`config.mk`:
```
export PLATFORM = sky130hd
export DESIGN_NAME = fjkv_ctrl
export DESIGN_NICKNAME = d
export VERILOG_FILES = /design/src/hdl/fjkv_pkg.sv /design/src/hdl/fjkv_ctrl.sv
export SDC_FILE = /design/constraint.sdc
export NUM_CORES = 1
export LEC_CHECK = 0
export BUFFER_PORTS_ARGS = -buffer_cell sky130_fd_sc_hd__buf_2
export CAP_MARGIN = 20
export CORE_MARGIN = 4
export CORE_UTILIZATION = 37
export CTS_CLUSTER_SIZE = 25
export DETAILED_ROUTE_END_ITERATION = 7
export PLACE_DENSITY_LB_ADDON = 0.2
export SLEW_MARGIN = 20
export SYNTH_ARGS = -nofsm -noshare
export SYNTH_HDL_FRONTEND = slang
export SYNTH_SLANG_ARGS = --single-unit
```
`constraint.sdc`:
```
create_clock -name aclk -period 2.1 [get_ports aclk]
set_clock_uncertainty 0.05 [all_clocks]
set_input_delay 0.105 -clock aclk [delete_from_list [all_inputs] [get_ports aclk]]
set_output_delay 0.105 -clock aclk [all_outputs]
set_load 0.01 [all_outputs]
```
`src/hdl/fjkv_pkg.sv`:
```
// ---------------------------------------------------------------------------
// fjkv_pkg
// Shared character codes, helper function and controller/datapath bundles
// for the flat JSON key/value splitter.
// ---------------------------------------------------------------------------
package fjkv_pkg;

    localparam int BYTE_W      = 8;
    localparam int SPACE_CNT_W = 6;
    localparam int NULL_LEN    = 4;

    localparam logic [SPACE_CNT_W-1:0] SPACE_CNT_MAX = 6'd63;

    // character codes
    localparam logic [BYTE_W-1:0] CHR_SPACE  = 8'h20;
    localparam logic [BYTE_W-1:0] CHR_LBRACE = 8'h7B;
    localparam logic [BYTE_W-1:0] CHR_RBRACE = 8'h7D;
    localparam logic [BYTE_W-1:0] CHR_BSLASH = 8'h5C;
    localparam logic [BYTE_W-1:0] CHR_QUOTE  = 8'h22;
    localparam logic [BYTE_W-1:0] CHR_COMMA  = 8'h2C;
    localparam logic [BYTE_W-1:0] CHR_COLON  = 8'h3A;
    localparam logic [BYTE_W-1:0] CHR_N      = 8'h6E;
    localparam logic [BYTE_W-1:0] CHR_U      = 8'h75;
    localparam logic [BYTE_W-1:0] CHR_L      = 8'h6C;

    // expected character of the literal null at a given position
    function automatic logic [BYTE_W-1:0] null_char(input logic [1:0] pos);
        logic [BYTE_W-1:0] ch;
        unique case (pos)
            2'd0:    ch = CHR_N;
            2'd1:    ch = CHR_U;
            default: ch = CHR_L;
        endcase
        return ch;
    endfunction

    // commands from the controller
    typedef struct packed {
        logic accept;
        logic char_en;
        logic char_src_hold;
        logic brace_en;
        logic space_en;
        logic prep_en;
        logic prep_final;
        logic send_en;
        logic clear_token;
        logic reset_all;
    } fjkv_cmd_t;

    // status back to the controller
    typedef struct packed {
        logic in_direct;
        logic in_defer;
        logic in_end;
        logic hold_end;
        logic sep;
        logic brace_pending;
        logic spaces_pending;
        logic spaces_one;
        logic send_done;
    } fjkv_status_t;

endpackage

```
`src/hdl/fjkv_ctrl.sv`:
```
// ---------------------------------------------------------------------------
// fjkv_ctrl
// Sequencer for the splitter: takes input transfers, steps through a held
// closing brace and held spaces, and runs token replay.
// ---------------------------------------------------------------------------
module fjkv_ctrl (
    input  logic                  aclk,
    input  logic                  aresetn,
    input  logic                  s_valid,
    output logic                  s_ready,
    input  fjkv_pkg::fjkv_status_t st,
    output fjkv_pkg::fjkv_cmd_t    cmd
);
    import fjkv_pkg::*;

    typedef enum logic [5:0] {
        ST_IDLE   = 6'b000001,
        ST_BRACE  = 6'b000010,
        ST_SPACES = 6'b000100,
        ST_CHAR   = 6'b001000,
        ST_PREP   = 6'b010000,
        ST_SEND   = 6'b100000
    } state_t;

    state_t state_reg, state_next;
    logic   final_reg, final_next;

    // next state and command decode
    always_comb begin
        state_next = state_reg;
        final_next = final_reg;
        cmd        = '0;
        s_ready    = 1'b0;
        unique case (state_reg)
            ST_IDLE: begin
                s_ready = 1'b1;
                if (s_valid) begin
                    cmd.accept = 1'b1;
                    if (st.in_direct) begin
                        cmd.char_en = 1'b1;
                        if (st.sep) begin
                            state_next = ST_PREP;
                            final_next = 1'b0;
                        end else if (st.in_end) begin
                            state_next = ST_PREP;
                            final_next = 1'b1;
                        end
                    end else if (st.in_defer) begin
                        state_next = st.brace_pending ? ST_BRACE : ST_SPACES;
                    end else if (st.in_end) begin
                        state_next = ST_PREP;
                        final_next = 1'b1;
                    end
                end
            end
            ST_BRACE: begin
                cmd.brace_en = 1'b1;
                state_next   = st.spaces_pending ? ST_SPACES : ST_CHAR;
            end
            ST_SPACES: begin
                cmd.space_en = 1'b1;
                if (st.spaces_one) begin
                    state_next = ST_CHAR;
                end
            end
            ST_CHAR: begin
                cmd.char_en       = 1'b1;
                cmd.char_src_hold = 1'b1;
                if (st.sep) begin
                    state_next = ST_PREP;
                    final_next = 1'b0;
                end else if (st.hold_end) begin
                    state_next = ST_PREP;
                    final_next = 1'b1;
                end else begin
                    state_next = ST_IDLE;
                end
            end
            ST_PREP: begin
                cmd.prep_en    = 1'b1;
                cmd.prep_final = final_reg;
                state_next     = ST_SEND;
            end
            ST_SEND: begin
                cmd.send_en = 1'b1;
                if (st.send_done) begin
                    if (final_reg) begin
                        cmd.reset_all = 1'b1;
                        state_next    = ST_IDLE;
                    end else begin
                        cmd.clear_token = 1'b1;
                        if (st.hold_end) begin
                            state_next = ST_PREP;
                            final_next = 1'b1;
                        end else begin
                            state_next = ST_IDLE;
                        end
                    end
                end
            end
            default: begin
                state_next = ST_IDLE;
            end
        endcase
    end

    // state registers
    always_ff @(posedge aclk) begin
        if (!aresetn) begin
            state_reg <= ST_IDLE;
            final_reg <= 1'b0;
        end else begin
            state_reg <= state_next;
            final_reg <= final_next;
        end
    end

endmodule

```
==> results.cfg <==
[sta]
finalSetupTns_ps = 0
finalCritPeriodShare_pct = 99.2
grt_setup_unrepaired = true
max-slew-margin-rel_pct = 73.2
final-max-slew-violation-count = 0
fin_crit_ps = 2080
fmax_ghz = 0.480
hold_viol = 0
worstMarginPinSlew_ps = 398
setup_viol = 0

[setup_path]
crit_type = reg2out
required_ps = 1950
crit_path_end_kind = primary output
worstPathMaxFanout = 7
critical_path.slowest_cell = or4_4
cp.arrival_ps = 1930
cp-start-kind = flip-flop
path_cells = or4_4 > or2_4 > buf_6 > inv_6 > and3_4 > buf_6
cpPeakStageDelay_ps = 550
critPathMostFrequentCell = buf_6

[drt]
drc = 0
wl_um = 1910
viasPerCell = 5.92
via_count = 764
ant_nets = 0
dr.pass1.iters = 4
drtIter0Drc = 22
post_drt_wl_per_cell_um = 14.8

[power_and_ir_drop]
swShare_pct = 41.5
p_comb_share_pct = 57.4
total_power_w = 0.000798
power_density_nw_per_um2 = 929
vdd_drop_max_mv = 0.496
pwr-share-seq_pct = 26.3
internal_power_w = 0.000467
power_leakage_nw = 0.419
clockPowerShare_pct = 16.3
p_sw_w = 0.000331

[yosys]
syn_avg_cell_area_sq_um = 7.70
yosysTopAreaCell = dfxtp_1
ys_seq_area_share_pct = 23.3
netlist.area_leader.share_pct = 23.3
synthArstFlopShare_pct = 0
synthesis.area_sq_um = 601
ys_types = 38
yosys-top-cells-area = dfxtp_1 (23%), nand2b_1 (4.2%), buf_6 (3.8%)
yosysWarnings = 0
synth-edff-count = 0
ys.flop_type = dfxtp_1
syn_nets = 90
synth.ff_latch_count = 7
netlist_instances = 78

[finish]
layout.nets = 126
n_antenna_cell = 0
layout-drive-gt1-share_pct = 46.0
syn2layout_area_growth_pct = 43.1
finish.utilization_pct = 56.4
final-instance-count-excl-fill = 129
largest_reg_flops = 6
fin_area_sq_um = 860

[clocking]
clkLatencyLatePin_ps = 270
clkSlewWorstSetupHoldPaths_ps = 60
clock_sinks = 7
clockBufferDepth = 2
ctsHtreeMaxLevel = 1
cts-root-buf = clkbuf_4
cts_tree = built
cts_buffers = 3

[placed_design]
io_buffers = 22
placed_area_sq_um = 768
placedCellCount = 122
hpwlAfterDp_um = 1430
gp_congestion = 0.849

[floorplan]
die_x_um = 48.3
die_area_sq_um = 2330
start_util_pct = 39.4
coreArea_sq_um = 1520
num_rows = 14
die_h_um = 48.3
io_pins = 23

[global_route]
grtUsageMet2_pct = 27.1
gr-total-overflow = 0
grt_max_degree = 9
met3_usage_pct = 5.90
gr-usage-all-layers_pct = 16.6
grt_pass1_vias = 609
grt-busiest-layer = met2
grt_antenna_before_repair = 0
grt_pass1_wl_um = 2680
grt_use_met1_pct = 20.3

[outcome]
status = complete, no violations

[flow_run]
drv_cap = 0

[min_path]
hold_path_class = in2reg
[power groups by stage]
stage	sequential (W)	clock, W	combinational (W)
2_1_floorplan	0.000188	0	0.000302
3_5_place_dp	0.000202	0	0.000423
6_report	0.000210	0.000130	0.000458
4_1_cts	0.000205	0.000134	0.000425
5_1_grt	0.000213	0.000144	0.000502
3_3_place_gp	0.000204	0	0.000416
[critical path: cells and delay by family (launching register included)]
family / cells / cell delay, ps
AND/OR/NAND/NOR: 3 / 1000
flip-flops: 1 / 360
buffers and inverters: 3 / 300
[cells in the final DEF (no fill, tap or decap), drive strengths merged]
cell and n:
a311o 1, o22a 1, or3 1, nor2 6
o21ai 2, nor3b 2, clkinv 1, a211o 2
clkbuf 3, o221ai 1, xor2 1, and4 2
a21o 2, o221a 1, inv 6, or2b 1
nand2 5, nor4 2, a211oi 1, a31oi 2
dfxtp 7, and2 1, o21a 2, or4b 1
or4 2, a21oi 4, a22oi 1, buf 33
o2111ai 1, o211ai 1, nand3 2, nand2b 4
nor4b 2, or2 3, o22ai 2, nor3 1
and3 3
[through the flow]
| step | setup slack, ps | hold slack (ps) |
|---|---|---|
| 6_report | 16.3 | 52.8 |
| 5_1_grt | -34.0 | 52.1 |
| 4_1_cts | 18.7 | 45.5 |
| 3_5_place_dp | 81.9 | 328 |
| 3_3_place_gp | 111 | 318 |
| 2_1_floorplan | 40.0 | 150 |
[kinds of logic after synthesis]
family / Yosys count / share of synthesized area [%]
simple gates: 38 / 38.8
buf+inv: 8 / 7.50
compound gates: 24 / 29.0
flops: 7 / 23.3
xor+xnor: 1 / 1.46
[path summary, 6_finish.rpt]
kind | from | endpoint | slack (ps) | cells after the start
worst max-delay path | state_reg[2] | cmd[0] | 20 | 6
worst min-delay path | aresetn | state_reg[0] | 50 | 2
worst max register to register | state_reg[1] | final_reg | 60 | 6
worst min register to register | state_reg[0] | state_reg[0] | 530 | 2
[cell usage after synthesis (2+ instances only)]
| library cell | number |
|---|---|
| o21a_1 | 2 |
| a211o_1 | 2 |
| a31oi_1 | 2 |
| or2_1 | 2 |
| inv_1 | 6 |
| dfxtp_1 | 7 |
| nor4_1 | 2 |
| buf_6 | 2 |
| o21ai_0 | 2 |
| nand2_1 | 5 |
| a21oi_1 | 4 |
| a21o_1 | 2 |
| nand3_1 | 2 |
| and3_1 | 3 |
| o22ai_1 | 2 |
| nor2_1 | 6 |
| nor4b_1 | 2 |
| nor3b_1 | 2 |
| nand2b_1 | 4 |
[final cells by class]
cell class | count | area [sq um]
clock buffers | 3 | 22.5
well taps | 16 | 20.0
inverters | 6 | 27.5
clock inverters | 1 | 5.00
fillers | 153 | 664
repair buffers | 33 | 203
flip-flops and latches | 7 | 150
multi-input cells | 63 | 432
[metal layers]
metal  up-vias  share of wire, %
met5         -                 0
met4         0              0.68
met3         2               6.4
met2        27                50
met1       368                43
li1        367                 -
[timing repair]
item	4_1_cts	5_1_grt
buffers inserted	0	3
endpoints found under the setup margin	2	4
pin swaps	1	2
hold buffers	0	0
resized for setup	6	9
cloned	0	0
No activity file was read; power rests on OpenSTA's default activity.
