## src/hdl/fjkv_pkg.sv

```systemverilog
// ---------------------------------------------------------------------------
// fjkv_pkg
// Shared character codes, helper function and controller/datapath bundles
// for the flat JSON key/value splitter.
// ---------------------------------------------------------------------------
package fjkv_pkg;

    localparam int BYTE_W      = 8;
    localparam int SPACE_CNT_W = 6;
    localparam int NULL_LEN    = 4;

    localparam logic [SPACE_CNT_W-1:0] SPACE_CNT_MAX = 6'd63;

    // character codes
    localparam logic [BYTE_W-1:0] CHR_SPACE  = 8'h20;
    localparam logic [BYTE_W-1:0] CHR_LBRACE = 8'h7B;
    localparam logic [BYTE_W-1:0] CHR_RBRACE = 8'h7D;
    localparam logic [BYTE_W-1:0] CHR_BSLASH = 8'h5C;
    localparam logic [BYTE_W-1:0] CHR_QUOTE  = 8'h22;
    localparam logic [BYTE_W-1:0] CHR_COMMA  = 8'h2C;
    localparam logic [BYTE_W-1:0] CHR_COLON  = 8'h3A;
    localparam logic [BYTE_W-1:0] CHR_N      = 8'h6E;
    localparam logic [BYTE_W-1:0] CHR_U      = 8'h75;
    localparam logic [BYTE_W-1:0] CHR_L      = 8'h6C;

    // expected character of the literal null at a given position
    function automatic logic [BYTE_W-1:0] null_char(input logic [1:0] pos);
        logic [BYTE_W-1:0] ch;
        unique case (pos)
            2'd0:    ch = CHR_N;
            2'd1:    ch = CHR_U;
            default: ch = CHR_L;
        endcase
        return ch;
    endfunction

    // commands from the controller
    typedef struct packed {
        logic accept;
        logic char_en;
        logic char_src_hold;
        logic brace_en;
        logic space_en;
        logic prep_en;
        logic prep_final;
        logic send_en;
        logic clear_token;
        logic reset_all;
    } fjkv_cmd_t;

    // status back to the controller
    typedef struct packed {
        logic in_direct;
        logic in_defer;
        logic in_end;
        logic hold_end;
        logic sep;
        logic brace_pending;
        logic spaces_pending;
        logic spaces_one;
        logic send_done;
    } fjkv_status_t;

endpackage

```

## src/hdl/fjkv_datapath.sv

```systemverilog
// ---------------------------------------------------------------------------
// fjkv_datapath
// Parse state, token store, replay index and result register of the
// splitter, driven by the controller's commands.
// ---------------------------------------------------------------------------
module fjkv_datapath #(
    parameter int MAX_TOKEN = 32
) (
    input  logic                   aclk,
    input  logic                   aresetn,
    input  logic [7:0]             s_in_byte,
    input  logic                   s_end_of_text,
    input  fjkv_pkg::fjkv_cmd_t    cmd,
    output fjkv_pkg::fjkv_status_t st,
    output logic                   m_valid,
    input  logic                   m_ready,
    output logic [7:0]             m_token_byte,
    output logic                   m_is_key,
    output logic                   m_is_null,
    output logic                   m_is_empty,
    output logic                   m_truncated,
    output logic                   m_token_last,
    output logic                   m_record_end
);
    import fjkv_pkg::*;

    localparam int LEN_W  = $clog2(MAX_TOKEN + 1);
    localparam int ADDR_W = $clog2(MAX_TOKEN);

    // parse state
    logic                   quotes_reg;
    logic                   parity_reg;
    logic                   expect_key_reg;
    logic                   seen_reg;
    logic                   brace_reg;
    logic [SPACE_CNT_W-1:0] space_cnt_reg;
    logic [LEN_W-1:0]       len_reg;
    logic                   overflow_reg;
    logic                   first_quote_reg;
    logic                   last_quote_reg;
    logic                   null_ok_reg;

    // held input transfer
    logic [BYTE_W-1:0]      hold_byte_reg;
    logic                   hold_end_reg;

    // replay descriptor
    logic                   em_key_reg;
    logic                   em_null_reg;
    logic                   em_empty_reg;
    logic                   em_trunc_reg;
    logic                   em_final_reg;
    logic                   em_single_reg;
    logic [LEN_W-1:0]       em_end_reg;
    logic [LEN_W-1:0]       idx_reg, idx_next;

    // token store
    logic [BYTE_W-1:0]      mem [MAX_TOKEN];
    logic [BYTE_W-1:0]      rd_data_reg;
    logic [ADDR_W-1:0]      rd_addr;

    // result register
    logic                   m_valid_reg;
    logic [BYTE_W-1:0]      out_byte_reg;
    logic                   out_key_reg;
    logic                   out_null_reg;
    logic                   out_empty_reg;
    logic                   out_trunc_reg;
    logic                   out_last_reg;
    logic                   out_rec_reg;

    logic [BYTE_W-1:0]      cur_byte;
    logic                   cur_sep;
    logic                   in_space;
    logic                   in_consumed;
    logic [BYTE_W-1:0]      feed_byte;
    logic                   feed_en;
    logic                   f_skip;
    logic                   f_bslash;
    logic                   f_quote;
    logic                   f_sep;
    logic                   append_en;
    logic                   has_room;
    logic                   tok_null;
    logic                   strip;
    logic [LEN_W-1:0]       s_calc;
    logic [LEN_W-1:0]       e_calc;
    logic                   pre_null;
    logic                   pre_cut;
    logic                   out_free;
    logic                   out_load;
    logic                   out_last;

    // classification of the byte on the input port and of the byte in work
    always_comb begin
        in_space    = (s_in_byte == CHR_SPACE);
        in_consumed = !seen_reg && (in_space || (s_in_byte == CHR_LBRACE));
        cur_byte    = cmd.char_src_hold ? hold_byte_reg : s_in_byte;
        cur_sep     = ((cur_byte == CHR_COMMA) || (cur_byte == CHR_COLON)) && !quotes_reg;
    end

    // byte fed to the tokeniser: held brace, held space or the byte in work
    always_comb begin
        if (cmd.brace_en) begin
            feed_byte = CHR_RBRACE;
        end else if (cmd.space_en) begin
            feed_byte = CHR_SPACE;
        end else begin
            feed_byte = cur_byte;
        end
        feed_en   = cmd.brace_en || cmd.space_en ||
                    (cmd.char_en && (cur_byte != CHR_RBRACE));
        f_skip    = (feed_byte == CHR_SPACE) && !quotes_reg;
        f_bslash  = (feed_byte == CHR_BSLASH);
        f_quote   = (feed_byte == CHR_QUOTE) && !parity_reg;
        f_sep     = ((feed_byte == CHR_COMMA) || (feed_byte == CHR_COLON)) && !quotes_reg;
        append_en = feed_en && !f_skip && !f_sep;
        has_room  = (len_reg < LEN_W'(MAX_TOKEN));
    end

    // replay set-up from the finished token
    always_comb begin
        tok_null = null_ok_reg && (len_reg == LEN_W'(NULL_LEN)) && !overflow_reg;
        strip    = (len_reg != '0) && first_quote_reg && last_quote_reg &&
                   ((len_reg > LEN_W'(1)) || overflow_reg);
        s_calc   = strip ? LEN_W'(1) : '0;
        e_calc   = (strip && !overflow_reg) ? (len_reg - LEN_W'(1)) : len_reg;
        pre_null = tok_null || (cmd.prep_final && (len_reg == '0));
        pre_cut  = (e_calc <= s_calc);
    end

    // replay stepping and store read address
    always_comb begin
        out_free = !m_valid_reg || m_ready;
        out_load = cmd.send_en && out_free;
        out_last = em_single_reg || ((idx_reg + LEN_W'(1)) == em_end_reg);
        if (cmd.prep_en) begin
            idx_next = s_calc;
        end else if (out_load && !em_single_reg) begin
            idx_next = idx_reg + LEN_W'(1);
        end else begin
            idx_next = idx_reg;
        end
        rd_addr = idx_next[ADDR_W-1:0];
    end

    // status to the controller
    always_comb begin
        st.in_direct      = !in_consumed && !in_space && !brace_reg && (space_cnt_reg == '0);
        st.in_defer       = !in_consumed && !in_space && (brace_reg || (space_cnt_reg != '0));
        st.in_end         = s_end_of_text;
        st.hold_end       = hold_end_reg;
        st.sep            = cur_sep;
        st.brace_pending  = brace_reg;
        st.spaces_pending = (space_cnt_reg != '0);
        st.spaces_one     = (space_cnt_reg == SPACE_CNT_W'(1));
        st.send_done      = out_load && out_last;
    end

    // parse state registers
    always_ff @(posedge aclk) begin
        if (!aresetn || cmd.reset_all) begin
            quotes_reg      <= 1'b0;
            parity_reg      <= 1'b0;
            expect_key_reg  <= 1'b1;
            seen_reg        <= 1'b0;
            brace_reg       <= 1'b0;
            space_cnt_reg   <= '0;
            len_reg         <= '0;
            overflow_reg    <= 1'b0;
            first_quote_reg <= 1'b0;
            last_quote_reg  <= 1'b0;
            null_ok_reg     <= 1'b1;
        end else begin
            // first significant character and held spaces
            if (cmd.accept && !seen_reg && !in_space) begin
                seen_reg <= 1'b1;
            end
            if (cmd.accept && !in_consumed && in_space && quotes_reg &&
                (space_cnt_reg < SPACE_CNT_MAX)) begin
                space_cnt_reg <= space_cnt_reg + SPACE_CNT_W'(1);
            end
            if (cmd.space_en) begin
                space_cnt_reg <= space_cnt_reg - SPACE_CNT_W'(1);
            end
            // closing brace held until it is known not to be last
            if (cmd.char_en && (cur_byte == CHR_RBRACE)) begin
                brace_reg <= 1'b1;
            end
            if (cmd.brace_en) begin
                brace_reg <= 1'b0;
            end
            // quote and backslash tracking
            if (feed_en && !f_skip) begin
                if (f_bslash) begin
                    parity_reg <= !parity_reg;
                end else if (f_quote) begin
                    quotes_reg <= !quotes_reg;
                    parity_reg <= 1'b0;
                end else if (!f_sep) begin
                    parity_reg <= 1'b0;
                end
            end
            // token append
            if (append_en) begin
                last_quote_reg <= (feed_byte == CHR_QUOTE);
                if (has_room) begin
                    len_reg <= len_reg + LEN_W'(1);
                    if (len_reg == '0) begin
                        first_quote_reg <= (feed_byte == CHR_QUOTE);
                    end
                    if (len_reg < LEN_W'(NULL_LEN)) begin
                        null_ok_reg <= null_ok_reg &&
                                       (feed_byte == null_char(len_reg[1:0]));
                    end
                end else begin
                    overflow_reg <= 1'b1;
                end
            end
            // start of the next token after a separator
            if (cmd.clear_token) begin
                len_reg        <= '0;
                overflow_reg   <= 1'b0;
                last_quote_reg <= 1'b0;
                parity_reg     <= 1'b0;
                null_ok_reg    <= 1'b1;
                expect_key_reg <= !expect_key_reg;
            end
        end
    end

    // held input transfer
    always_ff @(posedge aclk) begin
        if (cmd.accept) begin
            hold_byte_reg <= s_in_byte;
            hold_end_reg  <= s_end_of_text;
        end
    end

    // token store, registered read
    always_ff @(posedge aclk) begin
        if (append_en && has_room) begin
            mem[len_reg[ADDR_W-1:0]] <= feed_byte;
        end
        rd_data_reg <= mem[rd_addr];
    end

    // replay descriptor and index
    always_ff @(posedge aclk) begin
        idx_reg <= idx_next;
        if (cmd.prep_en) begin
            em_key_reg    <= cmd.prep_final ? 1'b0 : expect_key_reg;
            em_final_reg  <= cmd.prep_final;
            em_single_reg <= pre_null || pre_cut;
            em_null_reg   <= pre_null;
            em_empty_reg  <= pre_null ? (len_reg == '0) : 1'b1;
            em_trunc_reg  <= pre_null ? 1'b0 : overflow_reg;
            em_end_reg    <= e_calc;
        end
    end

    // result register valid
    always_ff @(posedge aclk) begin
        if (!aresetn) begin
            m_valid_reg <= 1'b0;
        end else if (out_load) begin
            m_valid_reg <= 1'b1;
        end else if (m_ready) begin
            m_valid_reg <= 1'b0;
        end
    end

    // result register payload
    always_ff @(posedge aclk) begin
        if (out_load) begin
            out_byte_reg  <= em_single_reg ? '0 : rd_data_reg;
            out_key_reg   <= em_key_reg;
            out_null_reg  <= em_single_reg && em_null_reg;
            out_empty_reg <= em_single_reg && em_empty_reg;
            out_trunc_reg <= em_trunc_reg;
            out_last_reg  <= out_last;
            out_rec_reg   <= em_final_reg && out_last;
        end
    end

    assign m_valid      = m_valid_reg;
    assign m_token_byte = out_byte_reg;
    assign m_is_key     = out_key_reg;
    assign m_is_null    = out_null_reg;
    assign m_is_empty   = out_empty_reg;
    assign m_truncated  = out_trunc_reg;
    assign m_token_last = out_last_reg;
    assign m_record_end = out_rec_reg;

endmodule

```

## config.mk

```make
export PLATFORM = sky130hd
export DESIGN_NAME = fjkv_datapath
export DESIGN_NICKNAME = d
export VERILOG_FILES = /design/src/hdl/fjkv_pkg.sv /design/src/hdl/fjkv_datapath.sv
export SDC_FILE = /design/constraint.sdc
export NUM_CORES = 1
export LEC_CHECK = 0
export ABC_AREA = 1
export BUFFER_PORTS_ARGS = -buffer_cell sky130_fd_sc_hd__buf_2
export CAP_MARGIN = 30
export CORE_ASPECT_RATIO = 0.5
export CORE_MARGIN = 3
export CORE_UTILIZATION = 55
export CTS_BUF_LIST = sky130_fd_sc_hd__clkbuf_4
export DETAILED_ROUTE_END_ITERATION = 16
export GPL_TIMING_DRIVEN = 0
export PLACE_DENSITY = 0.72
export SYNTH_ARGS = -nofsm -noshare
export SYNTH_HDL_FRONTEND = slang
export SYNTH_SLANG_ARGS = --single-unit
```

## constraint.sdc

```tcl
create_clock -name aclk -period 6.6 [get_ports aclk]
set_input_delay 0.66 -clock aclk [delete_from_list [all_inputs] [get_ports aclk]]
set_output_delay 0.66 -clock aclk [all_outputs]
set_load 0.01 [all_outputs]
```

==> impl_metrics.py, run 1 <==
metrics = {
    "run_status": {
        "status": "finished clean",
    },
    "detailed_routing": {
        "drc": 0,
        "ant_nets": 0,
        "routed_wl_um": 38900,
        "via_count": 11200,
        "wire_per_inst_um": 19.5,
        "first_pass_iters": 6,
        "vias_per_cell": 5.61,
        "drt_iter0_drc": 1253,
    },
    "synthesis": {
        "ys_top_cells_by_area": "edfxtp_1, nand3_1, nand2_1, nand3b_1, inv_1",
        "synth-seq-cells": 327,
        "yosysSeqAreaShare": 0.629,
        "synth_cells": 1459,
        "ys.warnings.count": 0,
        "yosysUniqueCellTypes": 41,
        "yosys.area.top_type": "edfxtp_1",
        "synth_top_area_share": 0.582,
        "syn_nets": 1492,
        "syn-cell-area_mm2": 0.0151,
        "synth.avg_cell_area_um2": 10.3,
    },
    "die": {
        "fp.coreArea_mm2": 0.0267,
        "die_x_um": 240,
        "num_rows": 42,
        "die_h_um": 123,
        "ios": 46,
        "dieArea_mm2": 0.0295,
        "start_util": 0.564,
    },
    "power_and_ir_drop": {
        "vdd_drop_max_mv": 0.146,
        "power.density_mw_per_mm2": 255,
        "p_leak_nw": 6.98,
    },
    "setup_path": {
        "worstSetupEndpointType": "flop",
        "cp_data_arrival_time_ps": 3640,
        "regToRegStartpoint": "hold_byte_reg[7]$_DFFE_PP_",
        "cp_max_fo": 34,
        "startpoint_type": "flop",
        "crit_start": "hold_byte_reg[7]$_DFFE_PP_",
        "cp_data_required_time_ps": 6950,
        "critPathKind": "flop to flop",
    },
    "sta": {
        "finClkSkew_ps": 40.9,
        "whs_ps": 144,
        "maxSlewViolCount": 0,
        "slew_headroom": 0.326,
        "worstMarginPinSlew_ps": 1010,
        "fin_setup_tns_ps": 0,
        "setup_viol": 0,
        "min_period_over_period": 0.498,
        "final-hold-violation-count": 0,
        "layout_min_cycle_time_ps": 3290,
        "grt_setup_unrepaired": "no",
        "fmax_ghz": 0.304,
    },
    "final_layout": {
        "stdcell_count": 1996,
        "drive_gt1_frac": 0.163,
        "largest_reg_flops": 256,
        "nFillCells": 2152,
        "area_delta_synth_final_pct": 12.0,
        "insertedDiodeCount": 0,
        "finalNetCount": 1620,
    },
    "placed_design": {
        "dp.cells": 1863,
        "hpwl_um": 26600,
        "io_buffers": 44,
        "place.gp.congestion": 0.964,
    },
    "clock_network": {
        "cts.sinks": 327,
        "cts_tree": "built",
        "cts_max_level": 3,
        "cts_resized": 0,
        "clk-insertion-delay-late_ps": 740,
        "hold_buffers": 0,
        "cts_made_buffers": 74,
        "cts_setup_buffers": 0,
        "clkTransAtPathRegs_ps": 60,
        "clock_path_buffers": 3,
        "cts_root_buf": "clkbuf_4",
    },
    "min_path": {
        "hold_class": "primary input to flop",
        "hp-start": "s_end_of_text",
    },
    "global_route": {
        "grt_first_pass_wirelength_um": 59100,
        "grt_max_degree": 35,
        "track_usage": 0.269,
        "grt-ovfl-total": 0,
        "antenna_found_initial": 0,
        "grt_pass1_vias": 11100,
    },
    "job": {
        "cap_violations": 0,
    },
}
[report_power, final]
| group | leakage (nW) | total (mW) | switching (mW) | internal (mW) |
|---|---|---|---|---|
| Combinational | 3.40 | 0.384 | 0.270 | 0.114 |
| Sequential | 3.01 | 2.30 | 0.0123 | 2.29 |
| Clock | 0.576 | 1.62 | 0.791 | 0.833 |
[Yosys cell counts, drive strengths merged]
library cell	number
a211oi	1
a21boi	2
a21oi	21
a22oi	1
and3	1
buf	62
clkbuf	11
dfxtp	35
edfxtp	292
ha	11
inv	221
nand2	266
nand3	257
nand3b	122
nand4	11
nor2	87
nor3	9
nor3b	1
nor4	3
o211a	1
o211ai	1
o21ai	24
o22ai	2
o31ai	1
or4	1
xnor2	6
xor2	9
[final timing paths]
path	endpoint	slack [ps]	cells past startpoint
min reg2reg	m_is_key$_DFFE_PP_	410	0
max reg2reg	mem[5][6]$_DFFE_PP_	3310	14
min	hold_end_reg$_DFFE_PP_	140	1
max	mem[5][6]$_DFFE_PP_	3310	14
[through the flow]
stage | instance area, µm² | setup WS [ps] | util | power [mW]
2_1_floorplan | 15100 | 3230 | - | 2.57
3_3_place_gp | 15700 | 1300 | 0.589 | 2.70
3_5_place_dp | 15900 | 2690 | 0.596 | 2.72
4_1_cts | 16900 | 3350 | 0.632 | 4.33
5_1_grt | 16900 | 3080 | 0.632 | 4.48
6_report | 16900 | 3310 | 0.632 | 4.31
[worst max-delay path: stages, from the launching register on]
cell,delay (ps)
edfxtp_1,320
inv_1,40
nand2_1,60
o21ai_2,90
nor2_4,770
inv_1,90
nand2_1,130
nor2_2,60
nand2_1,60
nand2_1,60
nand2_2,90
nand3_4,160
inv_8,150
nand2_4,150
nor2_1,700
[kinds of logic (layout without fill, tap and decap cells)]
group           count (synthesis)  in the layout  share of synthesized area
simple gates                  758            758                      0.250
flops                         327            327                      0.629
buf+inv                       294            479                     0.0818
compound gates                 54             54                     0.0213
xor+xnor                       15             15                    0.00872
fa+ha+maj                      11             11                    0.00914
[cells in the final DEF (no fill, tap or decap), drive strengths merged, types with 24 or more instances in the layout]
cell type	instances
inv	224
nand3b	122
o21ai	24
clkbuf	126
nor2	87
dfxtp	35
buf	114
nand2	266
edfxtp	292
nand3	257
[per-layer routing]
metal  up-vias  wire length, µm  global-route usage
met3       114             4370              0.0920
met2       577            17400               0.422
met1      5277            15800               0.347
met4         0             1270               0.111
met5         -                0                   0
li1       5227                -                   -
[final cells by class]
type | count | area [µm²] | area share
repair buffers | 52 | 379 | 0.0225
plain buffers | 73 | 395 | 0.0234
well taps | 352 | 440 | 0.0261
clock inverters | 18 | 97.6 | 0.00578
inverters | 221 | 837 | 0.0496
clock buffers | 115 | 863 | 0.0512
flip-flops and latches | 327 | 9470 | 0.561
multi-input cells | 838 | 4390 | 0.260
Note: power is estimated with default switching activity, not from simulation.
==> inputs of run 2 (changes only) <==
--- a/config.mk
+++ b/config.mk
@@ -14,7 +14,7 @@
 export CTS_BUF_LIST = sky130_fd_sc_hd__clkbuf_4
 export DETAILED_ROUTE_END_ITERATION = 16
 export GPL_TIMING_DRIVEN = 0
-export PLACE_DENSITY = 0.72
+export PLACE_DENSITY = 0.75
 export SYNTH_ARGS = -nofsm -noshare
 export SYNTH_HDL_FRONTEND = slang
 export SYNTH_SLANG_ARGS = --single-unit
==> constraint.sdc (replaced) <==
create_clock -name aclk -period 2.9 [get_ports aclk]
set_input_delay 0.29 -clock aclk [delete_from_list [all_inputs] [get_ports aclk]]
set_output_delay 0.29 -clock aclk [all_outputs]
set_load 0.01 [all_outputs]
==> run 2 against run 1 <==
  * Non-clock buffer count rose by 22
  * Combinational power up 140%
  * Fmax is 17% higher
  * Clock power increased by 110%
  * Critical endpoint is now rd_data_reg[7]$_DFF_P_
  * Highest routed layer unchanged
==> impl_metrics.py, run 2 (synthesized netlist as in run 1, its figures left out) <==
metrics = {
    "final_layout": {
        "finalNetCount": 1644,
        "area_delta_synth_final_pct": 13.8,
        "final_common_cell": "edfxtp_1",
        "largest_reg_flops": 256,
        "layout_common_cells": "edfxtp_1, nand3_1, nand2_1",
        "drive_gt1_frac": 0.183,
        "insertedDiodeCount": 0,
    },
    "clock_network": {
        "clk-insertion-delay-late_ps": 720,
        "cts_made_buffers": 75,
        "cts_root_buf": "clkbuf_4",
        "cts_tree": "built",
        "clkTransAtPathRegs_ps": 70,
        "cts.sinks": 327,
        "clock_path_buffers": 3,
        "cts_max_level": 3,
    },
    "sta": {
        "fmax_ghz": 0.357,
        "final-hold-violation-count": 0,
        "slew_headroom": 0.386,
        "fin_setup_tns_ps": 0,
        "worstMarginPinSlew_ps": 921,
        "layout_min_cycle_time_ps": 2800,
        "finClkSkew_ps": 47.7,
        "setup_viol": 0,
        "min_period_over_period": 0.965,
        "maxSlewViolCount": 0,
    },
    "detailed_routing": {
        "wl_met2_um": 17700,
        "vias_per_cell": 5.64,
        "ant_nets": 0,
        "drt_iter0_drc": 1307,
        "top_layer": "met4",
        "drc": 0,
        "first_pass_iters": 6,
        "routed_wl_um": 39000,
        "wire_per_inst_um": 19.4,
        "wl_met3_um": 4300,
        "via_count": 11300,
        "wl_met1_um": 15800,
    },
    "die": {
        "ios": 46,
        "dieArea_mm2": 0.0295,
        "num_rows": 42,
        "fp.coreArea_mm2": 0.0267,
        "die_h_um": 123,
        "die_x_um": 240,
        "start_util": 0.564,
    },
    "setup_path": {
        "cp_max_fo": 10,
        "critPathKind": "flop to flop",
        "crit_path_cell_trace": "inv_1 -> ha_1 -> nand3_1 -> nand3_2 -> nand2_2 -> clkbuf_4 -> buf_2 -> nand3b_1 -> nand3_1 -> nand3_1 -> nand3_1 -> nand2_1 -> nand2_1 -> nand2_1",
        "path_delay_family": "simple AND/OR/NAND/NOR gates",
        "cp_data_arrival_time_ps": 3350,
        "startpoint_type": "flop",
        "cp_data_required_time_ps": 3450,
        "worstSetupEndpointType": "flop",
        "max_stage_delay_ps": 420,
        "cp_slowest_cell": "dfxtp_2",
        "crit_path_frequent_cell": "nand3_1",
        "worst-path-buf-inv": 3,
    },
    "job": {
        "cap_violations": 0,
    },
    "power_and_ir_drop": {
        "swShare": 0.250,
        "power_mw": 9.62,
        "power.switching_mw": 2.41,
        "p_clk_frac": 0.360,
        "pwr-share-comb": 0.095,
        "seqPwrFrac": 0.545,
        "p_int_mw": 7.21,
        "vdd_drop_max_mv": 0.309,
        "p_leak_nw": 7.05,
        "power.density_mw_per_mm2": 561,
    },
    "run_status": {
        "status": "finished clean",
    },
    "placed_design": {
        "hpwl_um": 26700,
        "place.gp.congestion": 0.981,
        "io_buffers": 44,
    },
    "global_route": {
        "track_usage": 0.269,
        "grt-ovfl-total": 0,
        "antenna_found_initial": 0,
        "grt_pass1_vias": 11200,
        "grt_max_degree": 34,
        "grt_first_pass_wirelength_um": 59600,
    },
    "min_path": {
        "hold_class": "primary input to flop",
    },
}
==> run 2: cell types whose count changed in the layout (fill, tap and decap cells not counted), sizes merged <==
cell and change:
nor2 +1, buf +3, clkinvlp -1, clkinv -1, bufinv -1, inv -1, dlygate4sd3 +17, clkbuf -4
==> run 2: what timing repair did <==
| item | CTS | global route |
|---|---|---|
| cloned | 1 | 0 |
| gates resized for setup | 24 | 18 |
| hold endpoints to repair | 48 | 0 |
| hold buffers | 17 | 0 |
| buffers inserted | 1 | 5 |
| pin swaps | 1 | 2 |
| endpoints found under the setup margin | 248 | 258 |
==> run 2: metal layers <==
metal,vias up,GRT usage
met4,0,0.109
met2,613,0.432
met5,-,0
met3,116,0.0800
met1,5341,0.347
li1,5258,-
==> run 2: metrics by stage <==
stage               instance area [µm²]  hold slack (ps)  worst slack, ps   util  cells
CTS                               17000             5.70             -116  0.638   2004
floorplan                         15100              389              117      -   1459
global route                      17100             50.0            -1.18  0.642   2009
global placement                  15700              403            -1900  0.589   1855
finish                            17100             56.0              100  0.642   2009
detailed placement                15900              407             -678  0.597   1862
==> run 2: area by class of cell <==
type,count,area [µm²]
inverters,221,840
clock buffers,109,818
multi-input cells,839,4510
repair buffers,74,599
flip-flops and latches,327,9470
well taps,352,440
plain buffers,73,400
clock inverters,14,56.3
fillers,2083,9560
==> run 2: final timing paths <==
kind	startpoint	endpoint	slack, ps	cells past startpoint
setup / recovery	len_reg[0]$_SDFFE_PP0P_	rd_data_reg[7]$_DFF_P_	100	14
hold / removal	cmd[2]	idx_reg[5]$_SDFFCE_PP0P_	60	3
hold reg to reg	em_trunc_reg$_SDFFCE_PP0P_	m_truncated$_DFFE_PP_	440	0
setup reg to reg	len_reg[0]$_SDFFE_PP0P_	rd_data_reg[7]$_DFF_P_	100	14
==> run 2: power groups by stage <==
stage,Combinational [mW],Clock (mW),Sequential [mW]
after floorplan,0.514,0,5.34
after global placement,0.789,0,5.35
after detailed placement,0.856,0,5.34
after CTS,0.885,3.48,5.24
after global routing,0.988,3.77,5.24
final,0.912,3.46,5.24
==> run 2: worst register-to-register path, delay by kind of cell, from the launching register on <==
family / cells / cell delay (ps)
and+or+nand+nor: 10 / 1190
buffers and inverters: 3 / 720
DFF: 1 / 420
adders and majority gates: 1 / 320
==> inputs of run 3 (changes only) <==
--- a/config.mk
+++ b/config.mk
@@ -10,11 +10,11 @@
 export CAP_MARGIN = 30
 export CORE_ASPECT_RATIO = 0.5
 export CORE_MARGIN = 3
-export CORE_UTILIZATION = 55
+export CORE_UTILIZATION = 58
 export CTS_BUF_LIST = sky130_fd_sc_hd__clkbuf_4
 export DETAILED_ROUTE_END_ITERATION = 16
 export GPL_TIMING_DRIVEN = 0
-export PLACE_DENSITY = 0.75
+export PLACE_DENSITY = 0.78
 export SYNTH_ARGS = -nofsm -noshare
 export SYNTH_HDL_FRONTEND = slang
 export SYNTH_SLANG_ARGS = --single-unit
==> run 3 against run 2 <==
  * Worst setup slack lost 98 ps
  * Sequential share of layout area shrank 0.18 points
  * Sequential power is essentially flat
  * Clock power grew 7.5%
  * Fmax shrank 3.4%
  * Cell area grew 0.34%
  * Critical path depth shrank 1
  * Combinational power grew 1%
  * Hold slack is essentially flat
  * Non-clock buffer count shrank 4
  * Critical endpoint is now mem[25][6]$_DFFE_PP_
==> impl_metrics.py, run 3 (synthesized netlist as in run 1, its figures left out) <==
metrics = {
    "run_status": {
        "status": "finished clean",
    },
    "sta": {
        "min_period_over_period": 0.999,
        "worstMarginPinSlew_ps": 1020,
        "layout_min_cycle_time_ps": 2900,
        "whs_ps": 56.3,
        "finClkSkew_ps": 58.1,
        "fin_setup_tns_ps": 0,
        "setup_viol": 0,
        "slew_headroom": 0.319,
        "final-hold-violation-count": 0,
        "maxSlewViolCount": 0,
        "fmax_ghz": 0.345,
        "setup_ws_ps": 1.82,
    },
    "clock_network": {
        "cts_tree": "built",
        "cts_max_level": 3,
        "cts.sinks": 327,
        "cts_root_buf": "clkbuf_4",
        "cts_made_buffers": 73,
        "clkTransAtPathRegs_ps": 70,
        "clk-insertion-delay-late_ps": 750,
        "clock_path_buffers": 3,
    },
    "setup_path": {
        "crit_path_frequent_cell": "nand2_1",
        "startpoint_type": "flop",
        "cp_data_required_time_ps": 3260,
        "path_delay_family": "simple AND/OR/NAND/NOR gates",
        "crit_path_cell_trace": "nand2_1 -> nand2_1 -> nor2_2 -> inv_4 -> nand3_1 -> nor2_2 -> nand2_1 -> nand2_1 -> nand2_2 -> nand3_4 -> inv_8 -> nand2_4 -> nor2_2",
        "worst-path-buf-inv": 2,
        "cp_data_arrival_time_ps": 3260,
        "cp_max_fo": 33,
        "cp_slowest_cell": "nor2_2",
        "worstSetupEndpointType": "flop",
        "critPathKind": "flop to flop",
        "max_stage_delay_ps": 440,
    },
    "detailed_routing": {
        "vias_per_cell": 5.82,
        "drc": 0,
        "wire_per_inst_um": 20.2,
        "via_count": 11600,
        "ant_nets": 0,
        "drt_iter0_drc": 1583,
        "first_pass_iters": 7,
        "routed_wl_um": 40200,
    },
    "die": {
        "num_rows": 40,
        "die_x_um": 234,
        "start_util": 0.609,
        "ios": 46,
        "dieArea_mm2": 0.0281,
        "fp.coreArea_mm2": 0.0247,
        "die_h_um": 120,
    },
    "global_route": {
        "grt_max_degree": 34,
        "track_usage": 0.290,
        "grt_first_pass_wirelength_um": 61000,
        "grt_pass1_vias": 11200,
        "antenna_found_initial": 2,
        "grt-ovfl-total": 0,
    },
    "final_layout": {
        "nFillCells": 1828,
        "final_common_cell": "edfxtp_1",
        "area_delta_synth_final_pct": 14.2,
        "largest_reg_flops": 256,
        "seq_area_mm2": 0.00947,
        "layout_common_cells": "edfxtp_1, nand3_1, nand2_1",
        "finalNetCount": 1638,
        "drive_gt1_frac": 0.184,
        "multi_input_area_mm2": 0.00456,
        "final_area_mm2": 0.0172,
    },
    "power_and_ir_drop": {
        "power.switching_mw": 2.47,
        "p_leak_nw": 7.06,
        "power_mw": 9.89,
        "p_int_mw": 7.42,
        "power.density_mw_per_mm2": 575,
        "pwr-share-comb": 0.094,
        "swShare": 0.250,
        "p_clk_frac": 0.377,
        "seqPwrFrac": 0.530,
        "vdd_drop_max_mv": 0.318,
    },
    "placed_design": {
        "place.gp.congestion": 1.04,
        "hpwl_um": 26600,
        "place_area_mm2": 0.0159,
        "place_ws_ps": -656,
        "io_buffers": 44,
    },
    "min_path": {
        "hold_class": "primary input to flop",
    },
    "job": {
        "cap_violations": 0,
    },
}
run 3: changes by cell type in the layout (fill, tap and decap cells not counted), moves of 2 or more:
cell	previous run	this run
nor2_2	31	26
nor2_4	6	11
clkinv_2	3	0
buf_4	22	20
bufinv_16	0	2
clkbuf_4	111	113
clkinv_1	9	7
diode_2	0	2
run 3: routing by layer:
| layer | track usage | wire (µm) |
|---|---|---|
| met1 | 0.375 | 15500 |
| met2 | 0.453 | 18200 |
| met3 | 0.106 | 5270 |
| met4 | 0.100 | 1200 |
| met5 | 0.0184 | 34 |
run 3: worst paths after layout:
check / from / slack, ps / cells past startpoint / end
worst min register to register: em_trunc_reg$_SDFFCE_PP0P_ / 420 / 0 / m_truncated$_DFFE_PP_
worst max-delay path: hold_byte_reg[5]$_DFFE_PP_ / 2 / 13 / mem[25][6]$_DFFE_PP_
worst max register to register: hold_byte_reg[5]$_DFFE_PP_ / 2 / 13 / mem[25][6]$_DFFE_PP_
worst min-delay path: cmd[5] / 60 / 4 / space_cnt_reg[1]$_SDFFE_PP0P_
run 3: area by class of cell:
cell class | count | share of cell area
Tap cell | 336 | 0.0245
Sequential cell | 327 | 0.551
Buffer | 73 | 0.0233
Timing Repair Buffer | 70 | 0.0322
Antenna cell | 2 | 0.000291
Multi-Input combinational cell | 839 | 0.265
Clock buffer | 112 | 0.0489
Clock inverter | 13 | 0.00611
Inverter | 221 | 0.0488
run 3: worst reg2reg max path: cells and delay by family, from the launching register on:
kind	cells	cell delay [ps]
buf+inv	2	400
simple gates	11	1760
flops	1	390
run 3: metrics by stage:
stage          instances  utilization
4_1_cts             1988        0.690
2_1_floorplan       1459            -
6_report            1993        0.695
3_5_place_dp        1845        0.642
3_3_place_gp        1839        0.635
5_1_grt             1993        0.695
run 3: power by group through the flow:
stage / clock (mW) / sequential [mW] / combinational [mW]
global placement: 0 / 5.35 / 0.787
finish: 3.72 / 5.24 / 0.925
floorplan: 0 / 5.34 / 0.514
global route: 4.01 / 5.24 / 0.995
CTS: 3.74 / 5.24 / 0.883
detailed placement: 0 / 5.34 / 0.855
run 3: timing repair:
item                                   in CTS  in global routing
pin swaps                                   1                  2
gates cloned                                1                  0
resized for setup                          24                 26
setup endpoints to repair                 247                258
hold buffers                               17                  0
setup buffers                               0                  3
endpoints found under the hold margin      48                  0
